**config.mk**
```make
export PLATFORM = sky130hd
export DESIGN_NAME = qbvs_ram
export DESIGN_NICKNAME = d
export VERILOG_FILES = /design/src/qbvs_ram.sv
export SDC_FILE = /design/constraint.sdc
export NUM_CORES = 1
export LEC_CHECK = 0
export ABC_AREA = 1
export BUFFER_PORTS_ARGS = -buffer_cell sky130_fd_sc_hd__buf_4
export CAP_MARGIN = 5
export CORE_MARGIN = 2
export CORE_UTILIZATION = 60
export DETAILED_ROUTE_END_ITERATION = 10
export GPL_TIMING_DRIVEN = 0
export PLACE_DENSITY_LB_ADDON = 0.1
export SLEW_MARGIN = 20
export SYNTH_ARGS = -nofsm -noshare
export SYNTH_HDL_FRONTEND = slang
export SYNTH_SLANG_ARGS = --single-unit
```
**constraint.sdc**
```tcl
create_clock -name clk_i -period 2 [get_ports clk_i]
set_clock_uncertainty 0.1 [all_clocks]
set_input_delay 0.1 -clock clk_i [delete_from_list [all_inputs] [get_ports clk_i]]
set_output_delay 0.1 -clock clk_i [all_outputs]
set_load 0.01 [all_outputs]
```
**src/qbvs_ram.sv**
```systemverilog
// ----------------------------------------------------------------------------
// qbvs_ram
// Generic single-port-write, registered-read RAM.
// ----------------------------------------------------------------------------
module qbvs_ram #(
  parameter int WIDTH = 16,
  parameter int DEPTH = 16
) (
  input  logic                     clk_i,
  input  logic                     we_i,
  input  logic [$clog2(DEPTH)-1:0] waddr_i,
  input  logic [WIDTH-1:0]         wdata_i,
  input  logic [$clog2(DEPTH)-1:0] raddr_i,
  output logic [WIDTH-1:0]         rdata_o
);
  logic [WIDTH-1:0] mem_q [DEPTH];

  always_ff @(posedge clk_i) begin
    if (we_i) begin
      mem_q[waddr_i] <= wdata_i;
    end
    rdata_o <= mem_q[raddr_i];
  end
endmodule

```
==> flow_metrics.tcl <==
set metrics [dict create \
    sum_of_net_half_perimeters_after_detailed_placement_mm 18.7 \
    dr.first_iter.drc_count 918 \
    cts_made_buffers 27 \
    netlist_instances 1074 \
    top_level_ports 42 \
    timing.reg2reg.setup_slack_ns 0.82 \
    gpl.final_weighted_congestion 0.867 \
    place_ws_ns 0.222 \
    worst-setup-path-type "in2reg" \
    drc 0 \
    worstRegToRegCells 6 \
    core_mm2 0.0186 \
    critPathMaxFanout 10 \
    final_layout_size_suffix_gt1_frac 0.122 \
    finalMaxSlewViolations 0 \
    worstMarginPinSlew_ns 0.826 \
    number_of_buffers_on_the_longest_clock_path 3 \
    final_net_count 1202 \
    io_buffer_count 39 \
    detailedRoute.firstPassIterationCount 5 \
    hold_slack_ns 0.0967 \
    synth_seq_cells 272 \
    run_status "finished, final reports clean" \
    ant_nets 0 \
    worst_ir_drop_vdd_v 0.000745 \
    clock_tree.root_cell "sky130_fd_sc_hd__clkbuf_16" \
    unrepaired_setup_endpoints_after_global_routing "no" \
    dpl-instance-area_mm2 0.0122 \
    setup_slack_ns 0.314 \
    crit_path_start "raddr_i[3]" \
    number_of_antenna_violations_at_the_first_check_in_global_routing 0 \
    die_h_um 142 \
    postSynthAreaPerCell_um2 10.6 \
    cp.required_ns 2.36 \
    finished_layout_cell_area_mm2 0.0132 \
    cts-htree-levels 1 \
    insertion_delay_ns 0.53 \
    layout-area-overhead-vs-synth_pct 16.1 \
    cp_data_arrival_time_ns 2.05 \
    reg2reg_to "rdata_o[8]" \
    period_utilization 0.843 \
    cts_tree "yes" \
    grt_pass1_vias 7540 \
    period_minus_slack_ns 1.69 \
    worstSetupStartpointType "input port" \
    route.vias.total 7811 \
    maxClockFrequency_mhz 593 \
    hold_violations 0 \
    post_synth_instance_area_mm2 0.0114 \
    maximum_number_of_pins_on_one_net_before_global_route_repair 17 \
    tns_ns 0 \
    initial_utilization 0.610 \
    crit_path_end_kind "flop" \
    synthDistinctLibCells 13 \
    hp-class "in2reg" \
    wire_length_of_the_first_global_routing_pass_mm 42.4 \
    antenna_cells_inserted 0 \
    p_leak_nw 5.72 \
    fillers 1350 \
    yosysWarningCount 0 \
    area.sequential_mm2 0.00801 \
    footprint_of_the_multi_input_gates_mm2 0.00236 \
    critPathCapture "rdata_o[8]" \
    power.density_cell_area_mw_per_mm2 907 \
    clkSlewWorstSetupHoldPaths_ns 0.06 \
    floorplan.rows 50 \
    worst_slew_margin_rel 0.450 \
    floorplan.die_area_mm2 0.0201 \
    nets_in_the_synthesized_netlist 1100 \
    drt_wl_total_mm 28.5 \
    post_drt_wl_per_cell_um 19.9 \
    critical_path.reg2reg.startpoint "mem_q[1][8]" \
    dieWidth_um 142 \
    globalRouteOverflowTotal 0 \
    numClockSinks 272 \
    grt.total_usage 0.291 \
    postCtsResizedCells 0 \
    yosysSeqAreaShare 0.704 \
    cap_violations 0 \
    setup_viol 0 \
    via_per_inst 5.47 \
]
-- sequential cells by signal, indices dropped and copies added (netlist names) --
register and flops:
mem_q 256, rdata_o 16
-- timing repair --
item / 4_1_cts / 5_1_grt
buffers inserted: 0 / 0
hold buffers: 18 / 0
endpoints found under the setup margin: 0 / 0
endpoints found under the hold margin: 262 / 0
-- synth_stat cells (all sizes together) --
| master | instances | area, um^2 |
|---|---|---|
| clkbuf | 10 | 37.5 |
| nand3b | 2 | 15.0 |
| inv | 198 | 743 |
| dfxtp | 16 | 320 |
| buf | 41 | 268 |
| nand2 | 341 | 1280 |
| edfxtp | 256 | 7690 |
| nor2 | 17 | 63.8 |
| nand3 | 193 | 966 |
-- routing by layer --
| metal | routed length [um] | vias up | global-route usage |
|---|---|---|---|
| met5 | 0 | - | 0 |
| met4 | 952 | 0 | 0.121 |
| met3 | 2880 | 70 | 0.0425 |
| met2 | 13300 | 433 | 0.470 |
| met1 | 11300 | 3638 | 0.404 |
| li1 | - | 3670 | - |
-- cells by family (layout without fill, tap and decap cells) --
group                  count (synthesis)  in the layout  share of synthesized area
DFF                                  272            272                      0.704
and+or+nand+nor                      553            553                      0.204
buffers and inverters                249            370                     0.0921
-- worst max-delay path, cell delays in order --
cell                            delay, ns
sky130_fd_sc_hd__dlygate4sd3_1       0.53
sky130_fd_sc_hd__buf_2               0.18
sky130_fd_sc_hd__inv_1               0.22
sky130_fd_sc_hd__clkbuf_1            0.50
sky130_fd_sc_hd__nand3_1             0.33
sky130_fd_sc_hd__nand2_1             0.17
-- through the flow --
step                      instances  utilization  total power [mW]
final                          1429        0.709              12.0
after global routing           1429        0.709              12.3
after CTS                      1429        0.709              12.0
after detailed placement       1363        0.656              7.39
after global placement         1347        0.642              7.35
after floorplan                1074            -              6.97
-- power breakdown --
group / total, mW / switching, mW / internal [mW] / leakage (nW)
combinational: 0.913 / 0.615 / 0.298 / 2.88
sequential: 6.40 / 0.0319 / 6.37 / 2.45
clock: 4.67 / 1.99 / 2.68 / 0.393
-- placed cells by master (no fill, tap or decap), types with 10 or more instances in the layout --
cell type                       count
sky130_fd_sc_hd__buf_2             19
sky130_fd_sc_hd__buf_4             57
sky130_fd_sc_hd__buf_6             10
sky130_fd_sc_hd__clkbuf_1          19
sky130_fd_sc_hd__clkbuf_16         27
sky130_fd_sc_hd__dfxtp_1           16
sky130_fd_sc_hd__dlygate4sd3_1     18
sky130_fd_sc_hd__edfxtp_1         256
sky130_fd_sc_hd__inv_1            196
sky130_fd_sc_hd__nand2_1          341
sky130_fd_sc_hd__nand3_1          193
sky130_fd_sc_hd__nor2_2            16
-- final cells by class --
| class | count | area share |
|---|---|---|
| Multi-Input combinational cell | 553 | 0.179 |
| Clock buffer | 38 | 0.0558 |
| Buffer | 51 | 0.0231 |
| Sequential cell | 272 | 0.606 |
| Timing Repair Buffer | 73 | 0.0520 |
| Inverter | 198 | 0.0563 |
| Tap cell | 234 | 0.0222 |
| Clock inverter | 10 | 0.00540 |
-- worst min path at each step --
stage	start	endpoint	slack (ns)	depth (start not counted)
2_1_floorplan	wdata_i[0]	mem_q[0][0]	0.1	0
3_3_place_gp	wdata_i[14]	mem_q[9][14]	0.31	1
3_5_place_dp	wdata_i[15]	mem_q[4][15]	0.32	1
4_1_cts	raddr_i[1]	rdata_o[0]	0.10	6
5_1_grt	waddr_i[0]	mem_q[5][13]	0.11	3
6_report	raddr_i[1]	rdata_o[0]	0.1	6
(Power assumes the default switching activity.)
