$ cat config.mk
export PLATFORM = sky130hd
export DESIGN_NAME = qbvs_cordic
export DESIGN_NICKNAME = d
export VERILOG_FILES = /design/src/qbvs_pkg.sv /design/src/qbvs_cordic.sv
export SDC_FILE = /design/constraint.sdc
export NUM_CORES = 1
export LEC_CHECK = 0
export BUFFER_PORTS_ARGS = -buffer_cell sky130_fd_sc_hd__buf_2
export CORE_MARGIN = 2
export CORE_UTILIZATION = 58
export DETAILED_ROUTE_END_ITERATION = 6
export PLACE_DENSITY = 0.9
export RECOVER_POWER = 100
export SYNTH_ARGS = -nofsm -noshare
export SYNTH_HDL_FRONTEND = slang
export SYNTH_SLANG_ARGS = --single-unit
export TNS_END_PERCENT = 10
$ cat constraint.sdc
create_clock -name clk_i -period 6.23 [get_ports clk_i]
set_clock_uncertainty 0.2 [all_clocks]
set_input_delay 0.3115 -clock clk_i [delete_from_list [all_inputs] [get_ports clk_i]]
set_output_delay 0.3115 -clock clk_i [all_outputs]
set_load 0.05 [all_outputs]
$ cat src/qbvs_pkg.sv
// ----------------------------------------------------------------------------
// qbvs_pkg
// Shared types, constants and tables of the quad batch vertex setup block.
// ----------------------------------------------------------------------------
package qbvs_pkg;

  localparam int SLOT_COUNT   = 16;
  localparam int TEX_ID_BITS  = 16;
  localparam int CORDIC_STEPS = 16;

  localparam int SLOT_W  = $clog2(SLOT_COUNT);
  localparam int NSLOT_W = $clog2(SLOT_COUNT + 1);
  localparam int NSTEP   = (CORDIC_STEPS < 24) ? CORDIC_STEPS : 24;
  localparam int STEP_W  = $clog2(NSTEP + 1);

  localparam logic signed [35:0] HALF_PI = 36'sd1686629713;
  localparam logic signed [35:0] PI_Q30  = 36'sd3373259426;
  localparam logic signed [35:0] GAIN    = 36'sd652032874;

  localparam logic [1:0] KIND_VERTEX = 2'd0;
  localparam logic [1:0] KIND_BIND   = 2'd1;
  localparam logic [1:0] KIND_DRAW   = 2'd2;

  localparam logic [0:0] REG_QUAD_LIMIT = 1'b0;
  localparam logic [0:0] REG_WHITE_TEX  = 1'b1;

  typedef enum logic [3:0] {
    ST_IDLE, ST_SEARCH, ST_FBIND, ST_FDRAW, ST_ALLOC, ST_CORDIC,
    ST_MUL0, ST_MUL1, ST_MUL2, ST_MUL3, ST_ADD, ST_VOUT
  } state_e;

  typedef struct packed {
    logic        start;
    logic        busy;
  } cordic_ctl_t;

  function automatic logic signed [35:0] atan_q30(input logic [4:0] i);
    case (i)
      5'd0:  atan_q30 = 36'sd843314857;
      5'd1:  atan_q30 = 36'sd497837829;
      5'd2:  atan_q30 = 36'sd263043837;
      5'd3:  atan_q30 = 36'sd133525159;
      5'd4:  atan_q30 = 36'sd67021687;
      5'd5:  atan_q30 = 36'sd33543516;
      5'd6:  atan_q30 = 36'sd16775851;
      5'd7:  atan_q30 = 36'sd8388437;
      5'd8:  atan_q30 = 36'sd4194283;
      5'd9:  atan_q30 = 36'sd2097149;
      default: atan_q30 = 36'sd1048576 >>> (i - 5'd10);
    endcase
  endfunction

endpackage

$ cat src/qbvs_cordic.sv
// ----------------------------------------------------------------------------
// qbvs_cordic
// Iterative rotation-mode CORDIC, one micro-rotation per cycle, Q.30.
// ----------------------------------------------------------------------------
module qbvs_cordic (
  input  logic                      clk_i,
  input  logic                      rst_ni,
  input  qbvs_pkg::cordic_ctl_t     ctl_i,
  input  logic signed [14:0]        angle_i,
  output logic                      done_o,
  output logic signed [35:0]        cos_o,
  output logic signed [35:0]        sin_o
);
  import qbvs_pkg::*;

  logic signed [35:0] x_q, x_d, y_q, y_d, a_q, a_d;
  logic               neg_q, neg_d;
  logic [STEP_W-1:0]  i_q, i_d;
  logic               run_q, run_d;
  logic signed [35:0] a0, dx, dy;

  always_comb begin
    a0 = 36'(angle_i) <<< 18;
    dx = y_q >>> i_q;
    dy = x_q >>> i_q;
    x_d = x_q; y_d = y_q; a_d = a_q; neg_d = neg_q; i_d = i_q; run_d = run_q;
    if (ctl_i.start) begin
      x_d = GAIN; y_d = '0; i_d = '0; run_d = 1'b1; neg_d = 1'b0; a_d = a0;
      if (a0 > HALF_PI) begin
        a_d = a0 - PI_Q30; neg_d = 1'b1;
      end else if (a0 < -HALF_PI) begin
        a_d = a0 + PI_Q30; neg_d = 1'b1;
      end
    end else if (run_q) begin
      if (a_q >= 0) begin
        x_d = x_q - dx; y_d = y_q + dy; a_d = a_q - atan_q30(5'(i_q));
      end else begin
        x_d = x_q + dx; y_d = y_q - dy; a_d = a_q + atan_q30(5'(i_q));
      end
      i_d = i_q + 1'b1;
      if (i_q == STEP_W'(NSTEP - 1)) run_d = 1'b0;
    end
  end

  always_ff @(posedge clk_i or negedge rst_ni) begin
    if (!rst_ni) begin
      run_q <= 1'b0;
      i_q   <= '0;
    end else begin
      run_q <= run_d;
      i_q   <= i_d;
    end
  end

  always_ff @(posedge clk_i) begin
    x_q <= x_d; y_q <= y_d; a_q <= a_d; neg_q <= neg_d;
  end

  assign done_o = ctl_i.busy && !run_q && !ctl_i.start;
  assign cos_o  = neg_q ? -x_q : x_q;
  assign sin_o  = neg_q ? -y_q : y_q;
endmodule

==> flow_metrics.py, run 1 <==
metrics = {
    "yosys": {
        "syn_area_per_cell_um2": 7.91,
        "synthSimpleGateAreaFrac_pct": 18.0,
        "synth_async_sr_flop_share_pct": 5.22,
        "syn_nets": 2546,
        "ys_types": 103,
        "synth_xor_area_share_pct": 12.1,
        "ys_ff_latch": 115,
        "synth-adder-area-share_pct": 8.21,
        "synth_ff_type": "dfxtp_1",
        "synthesis.area_mm2": 0.0190,
        "synth_mux_area_share_pct": 15.4,
        "synth_top_family_by_area": "compound AO/OA/AOI/OAI gates",
        "synth-edff-count": 37,
        "syn_inst": 2404,
        "yosys_warnings": 0,
        "synth_compound_area_share_pct": 26.3,
        "seq_area_frac_synth_pct": 14.2,
    },
    "global_routing": {
        "antenna_found_initial": 1,
        "grt_pass1_wl_mm": 118,
        "grt_overflow": 0,
        "grt_pass1_vias": 20700,
        "grt_usage_pct": 44.8,
        "grt_max_degree": 73,
    },
    "route": {
        "avgRoutedWirePerCell_um": 24.7,
        "detail_route.iter0.violations": 2599,
        "ant_nets": 0,
        "drc": 2,
        "drt-total-wl_mm": 78.6,
        "first_pass_iters": 7,
        "drt-vias-per-instance": 6.87,
        "vias": 21900,
    },
    "setup_path": {
        "critical_path.startpoint_type": "flop",
        "critPathBufInv": 2,
        "cpLargestDelayFamily": "simple AND/OR/NAND/NOR gates",
        "crit_path_frequent_cell": "a21o_1",
        "required_ps": 6370,
        "worstPathArrival_ps": 6540,
        "slowest_delay_ps": 540,
        "cp_max_fo": 21,
        "critPathSlowestCell": "mux4_2",
        "cp-end-kind": "flop",
        "critical_path_class": "flop to flop",
    },
    "timing": {
        "setup_violations": 5,
        "tns_ps": -321,
        "holdWs_ps": 65.4,
        "post-route-period-util_pct": 103,
        "setup_ws_ps": -170,
        "min_period_ps": 6400,
        "slew_viol_final": 0,
        "tightest_slew_ps": 978,
        "relSlewSlack_pct": 34.0,
        "rsz0062_at_grt": "true",
        "hold_viol_final": 0,
        "fmax_mhz": 156,
    },
    "clocking": {
        "root_buffer": "clkbuf_16",
        "insertion_delay_ps": 470,
        "cts.sinks": 115,
        "cts.path.max_buffers": 2,
        "h-tree-depth": 4,
        "cts_buffers": 17,
        "path_clk_slew_ps": 70,
        "tritoncts": "built",
    },
    "die": {
        "die_x_um": 185,
        "core_region_area_mm2": 0.0324,
        "initial_core_util_pct": 58.7,
        "dieArea_mm2": 0.0342,
        "die_h_um": 185,
        "ios": 92,
        "rows": 66,
    },
    "hold_path": {
        "hold_class": "input port to flop",
    },
    "status": {
        "status": "finished, violations left",
        "violations": "DRC, setup timing",
    },
    "layout": {
        "drive_gt1_share_pct": 26.8,
        "layout.nets": 2870,
        "syn_to_final_growth_pct": 22.1,
    },
    "placed_design": {
        "dp_hpwl_mm": 59.9,
        "gp_congestion": 1.05,
        "port_buffers": 91,
    },
    "run": {
        "cap_violations": 0,
    },
}
## through the flow
stage / cells / instance area [um^2] / util [%] / setup slack [ps]
after floorplan: 2404 / 19000 / - / 4.67
after global routing: 3183 / 23200 / 71.7 / -394
final: 3184 / 23200 / 71.7 / -170
after detailed placement: 3142 / 22200 / 68.7 / -221
after global placement: 3142 / 22200 / 68.7 / -50.0
after CTS: 3178 / 22900 / 70.8 / -73.1
## synth_stat cells, types with 62 or more instances
library cell  count  area, um^2
o21ai_0         174         871
a21o_1           68         510
mux4_2           62        1400
mux2i_1          94         941
a21oi_1         167         836
nand2_1         195         732
xnor2_1         181        1590
nor2_1          188         706
dfxtp_1          72        1440
xor2_1           82         718
clkbuf_1        113         424
ha_1            120        1500
## per-layer routing
metal  vias up  global-route usage, %  share of wire (%)
met3       378                   12.0                 11
li1       9631                      -                  -
met4         0                   26.5                6.9
met1     10400                   53.2                 37
met2      1476                   72.6                 45
met5         -                      0                  0
## cells by family after synthesis
kind of cell / Yosys count
xor gates and xnor gates: 263
DFF: 115
and+or+nand+nor: 697
AOI/OAI and AO/OA: 754
buffers and inverters: 248
adders and majority gates: 123
muxes: 204
## layout make-up
class / count / area, um^2
Sequential cell: 115 / 2720
Clock buffer: 20 / 458
Multi-Input combinational cell: 2041 / 15500
Timing Repair Buffer: 490 / 3590
Tap cell: 442 / 553
Clock inverter: 12 / 106
Fill cell: 2472 / 9160
Inverter: 63 / 239
Antenna cell: 1 / 2.50
## state kept, by name, summed over array words and instances, names as in the netlist
signal,flops
neg_q,1
x_q,36
run_q,1
i_q,5
y_q,36
a_q,36
## worst min-delay path: stages
cell,delay [ps]
buf_2,120
o211ai_1,110
o21ai_0,80
## placed cells by master (no fill, tap or decap), types with 30 or more instances in the layout
cell	count
nand2_1	195
xor2_1	82
nand3_1	43
a21o_1	68
a21oi_1	154
nor2_1	187
dfxtp_1	72
nor3_1	36
inv_1	60
mux2_2	41
o31ai_1	38
o21ai_0	154
buf_2	87
edfxtp_1	37
mux4_2	62
mux2i_1	87
xnor2_1	181
nand2b_1	41
ha_1	118
buf_4	388
or3_1	30
## path summary, 6_finish.rpt
kind	cells past startpoint	from	slack [ps]	end
setup / recovery	25	i_q[0]	-170	y_q[35]
hold / removal	3	angle_i[1]	70	a_q[19]
setup reg to reg	25	i_q[0]	-170	y_q[35]
hold reg to reg	2	x_q[0]	400	x_q[0]
max in group asynchronous	2	rst_ni	5300	run_q
min in group asynchronous	2	rst_ni	130	i_q[0]
## what timing repair did
action,CTS,global route
gates resized for setup,20,69
pin swaps,2,13
hold endpoints to repair,6,0
buffers inserted,3,4
gates cloned,0,1
hold buffers,1,0
setup endpoints to repair,19,43
Power of run 1 is not shown: default switching activity piles up to over one toggle a cycle in this logic, so the estimate is an artifact.
==> run 2, diff against run 1 <==
--- a/config.mk
+++ b/config.mk
@@ -9,7 +9,7 @@
 export CORE_MARGIN = 2
 export CORE_UTILIZATION = 58
 export DETAILED_ROUTE_END_ITERATION = 6
-export PLACE_DENSITY = 0.9
+export PLACE_DENSITY = 0.87
 export RECOVER_POWER = 100
 export SYNTH_ARGS = -nofsm -noshare
 export SYNTH_HDL_FRONTEND = slang
==> constraint.sdc (replaced) <==
create_clock -name clk_i -period 7.98 [get_ports clk_i]
set_clock_uncertainty 0.2 [all_clocks]
set_input_delay 0.399 -clock clk_i [delete_from_list [all_inputs] [get_ports clk_i]]
set_output_delay 0.399 -clock clk_i [all_outputs]
set_load 0.05 [all_outputs]
==> run 2 against run 1 <==
Net effect: the run ends with capacitance limit, slew limit left; first-iteration DRC count down 11%; non-clock buffer count down 344; utilization shrank 9.5 points; flip-flop and latch count is the same; sequential share of layout area up 1.8 points; wire length fell by 12%.
==> flow_metrics.py, run 2 (same netlist as run 1, synthesis figures left out) <==
metrics = {
    "status": {
        "status": "finished, violations left",
        "violations": "capacitance limit, slew limit",
    },
    "layout": {
        "num_antenna_cells": 0,
        "final_util_pct": 62.2,
        "layout_common_cells": "nand2_1, nor2_1, xnor2_1",
        "layout.nets": 2526,
        "seq_area_mm2": 0.00271,
        "reg.largest.list": "a_q: 36 flops, x_q: 36 flops, y_q: 36 flops",
        "n_fill_cell": 2863,
        "layout_commonest_cell": "nand2_1",
        "multi_input_area_mm2": 0.0152,
        "syn_to_final_growth_pct": 6.00,
        "drive_gt1_share_pct": 10.4,
        "final-instance-count-excl-fill": 2839,
    },
    "route": {
        "drt-vias-per-instance": 6.95,
        "avgRoutedWirePerCell_um": 24.3,
        "first_pass_iters": 5,
        "detail_route.iter0.violations": 2323,
        "drt-total-wl_mm": 69.0,
        "vias": 19700,
        "drc": 0,
        "ant_nets": 0,
    },
    "timing": {
        "hold_viol_final": 0,
        "relSlewSlack_pct": -98.6,
        "min_period_ps": 7520,
        "post-route-period-util_pct": 94.2,
        "slew_viol_final": 218,
        "rsz0062_at_grt": "false",
        "tns_ps": 0,
        "setup_violations": 0,
        "tightest_slew_ps": 2980,
        "fmax_mhz": 133,
    },
    "die": {
        "core_region_area_mm2": 0.0324,
        "dieArea_mm2": 0.0342,
        "initial_core_util_pct": 58.7,
        "rows": 66,
        "die_x_um": 185,
        "ios": 92,
        "die_h_um": 185,
    },
    "clocking": {
        "h-tree-depth": 4,
        "cts.path.max_buffers": 2,
        "path_clk_slew_ps": 70,
        "insertion_delay_ps": 470,
        "cts.sinks": 115,
        "cts_buffers": 17,
        "cts-resized-gates": 0,
        "root_buffer": "clkbuf_16",
        "tritoncts": "built",
    },
    "setup_path": {
        "critical_path.startpoint_type": "flop",
        "startpoint": "i_q[2]",
        "cp_cell_sequence": "buf_4 -> clkbuf_1 -> mux4_1 -> mux2_1 -> o32a_1 -> o21ai_0 -> nand4_1 -> nor3_1 -> nand2b_1 -> or3b_1 -> o21ai_1 -> xor2_1 -> ha_1 -> nand3_1 -> or2_2 -> or3_1 -> o21ai_0 -> a221oi_1 -> o21ai_0 -> o31ai_1 -> xnor2_1 -> a22o_1",
        "critPathSlowestCell": "dfrtp_4",
        "worstPathArrival_ps": 7670,
        "cp_max_fo": 47,
        "critical_path_class": "flop to flop",
        "r2r-start": "i_q[2]",
        "crit_path_frequent_cell": "o21ai_0",
        "cp.depth": 22,
        "slowest_delay_ps": 820,
        "cpLargestDelayFamily": "simple AND/OR/NAND/NOR gates",
        "ff2ff_path_depth": 22,
        "critPathBufInv": 2,
        "cp-end-kind": "flop",
        "required_ps": 8130,
    },
    "global_routing": {
        "grt_usage_pct": 39.9,
        "grt_overflow": 0,
        "antenna_found_initial": 0,
        "grt_pass1_wl_mm": 105,
        "grt_pass1_vias": 18400,
        "grt_max_degree": 73,
    },
    "placed_design": {
        "dp_cells": 2805,
        "port_buffers": 91,
        "gp_congestion": 1.07,
        "dp_hpwl_mm": 51.7,
    },
    "hold_path": {
        "hold_class": "input port to flop",
        "min_from": "angle_i[1]",
        "worstHoldPathCells": 3,
    },
    "run": {
        "cap_violations": 5,
    },
}
run 2: cell types whose count changed in the layout (fill, tap and decap cells not counted), sizes merged:
cell,before,now
inv,63,66
bufinv,1,2
buf,485,64
clkinvlp,4,1
clkinv,7,5
clkbuf,24,102
diode,1,0
run 2: layout make-up:
| cell class | instances | share of cell area, % |
|---|---|---|
| Multi-Input combinational cell | 2041 | 75.5 |
| Sequential cell | 115 | 13.5 |
| Timing Repair Buffer | 146 | 3.92 |
| Tap cell | 442 | 2.74 |
| Clock buffer | 21 | 2.50 |
| Inverter | 63 | 1.17 |
| Clock inverter | 11 | 0.671 |
run 2: final timing paths:
kind | to | slack (ps)
max | x_q[34] | 460
min reg2reg | x_q[0] | 360
min | a_q[19] | 170
min in group asynchronous | run_q | 200
max reg2reg | x_q[34] | 460
max in group asynchronous | i_q[0] | 7020
run 2: worst min-delay path, stage by stage:
cell and delay, ps:
buf_2 120, o211ai_1 110, o21ai_0 90
run 2: timing repair:
item                       CTS  global route
setup endpoints to repair    0             3
hold endpoints to repair     6             0
buffers inserted             0             1
hold buffers                 1             0
run 2: through the flow:
step / hold slack [ps] / worst slack, ps / instance area [um^2]
CTS: 104 / 478 / 20300
floorplan: -96.6 / 1090 / 19000
global route: 208 / 62.1 / 20100
global placement: 47.9 / 819 / 19600
finish: 166 / 462 / 20100
detailed placement: 52.5 / 626 / 19600
run 2: metal layers:
layer	GRT usage (%)	vias to the layer above	part of all wire [%]
li1	-	8941	-
met1	49.6	9443	39
met2	65.5	1127	46
met3	6.70	233	8.7
met4	22.4	0	6.2
met5	0	-	0
Power of run 2 is left out for the same reason.
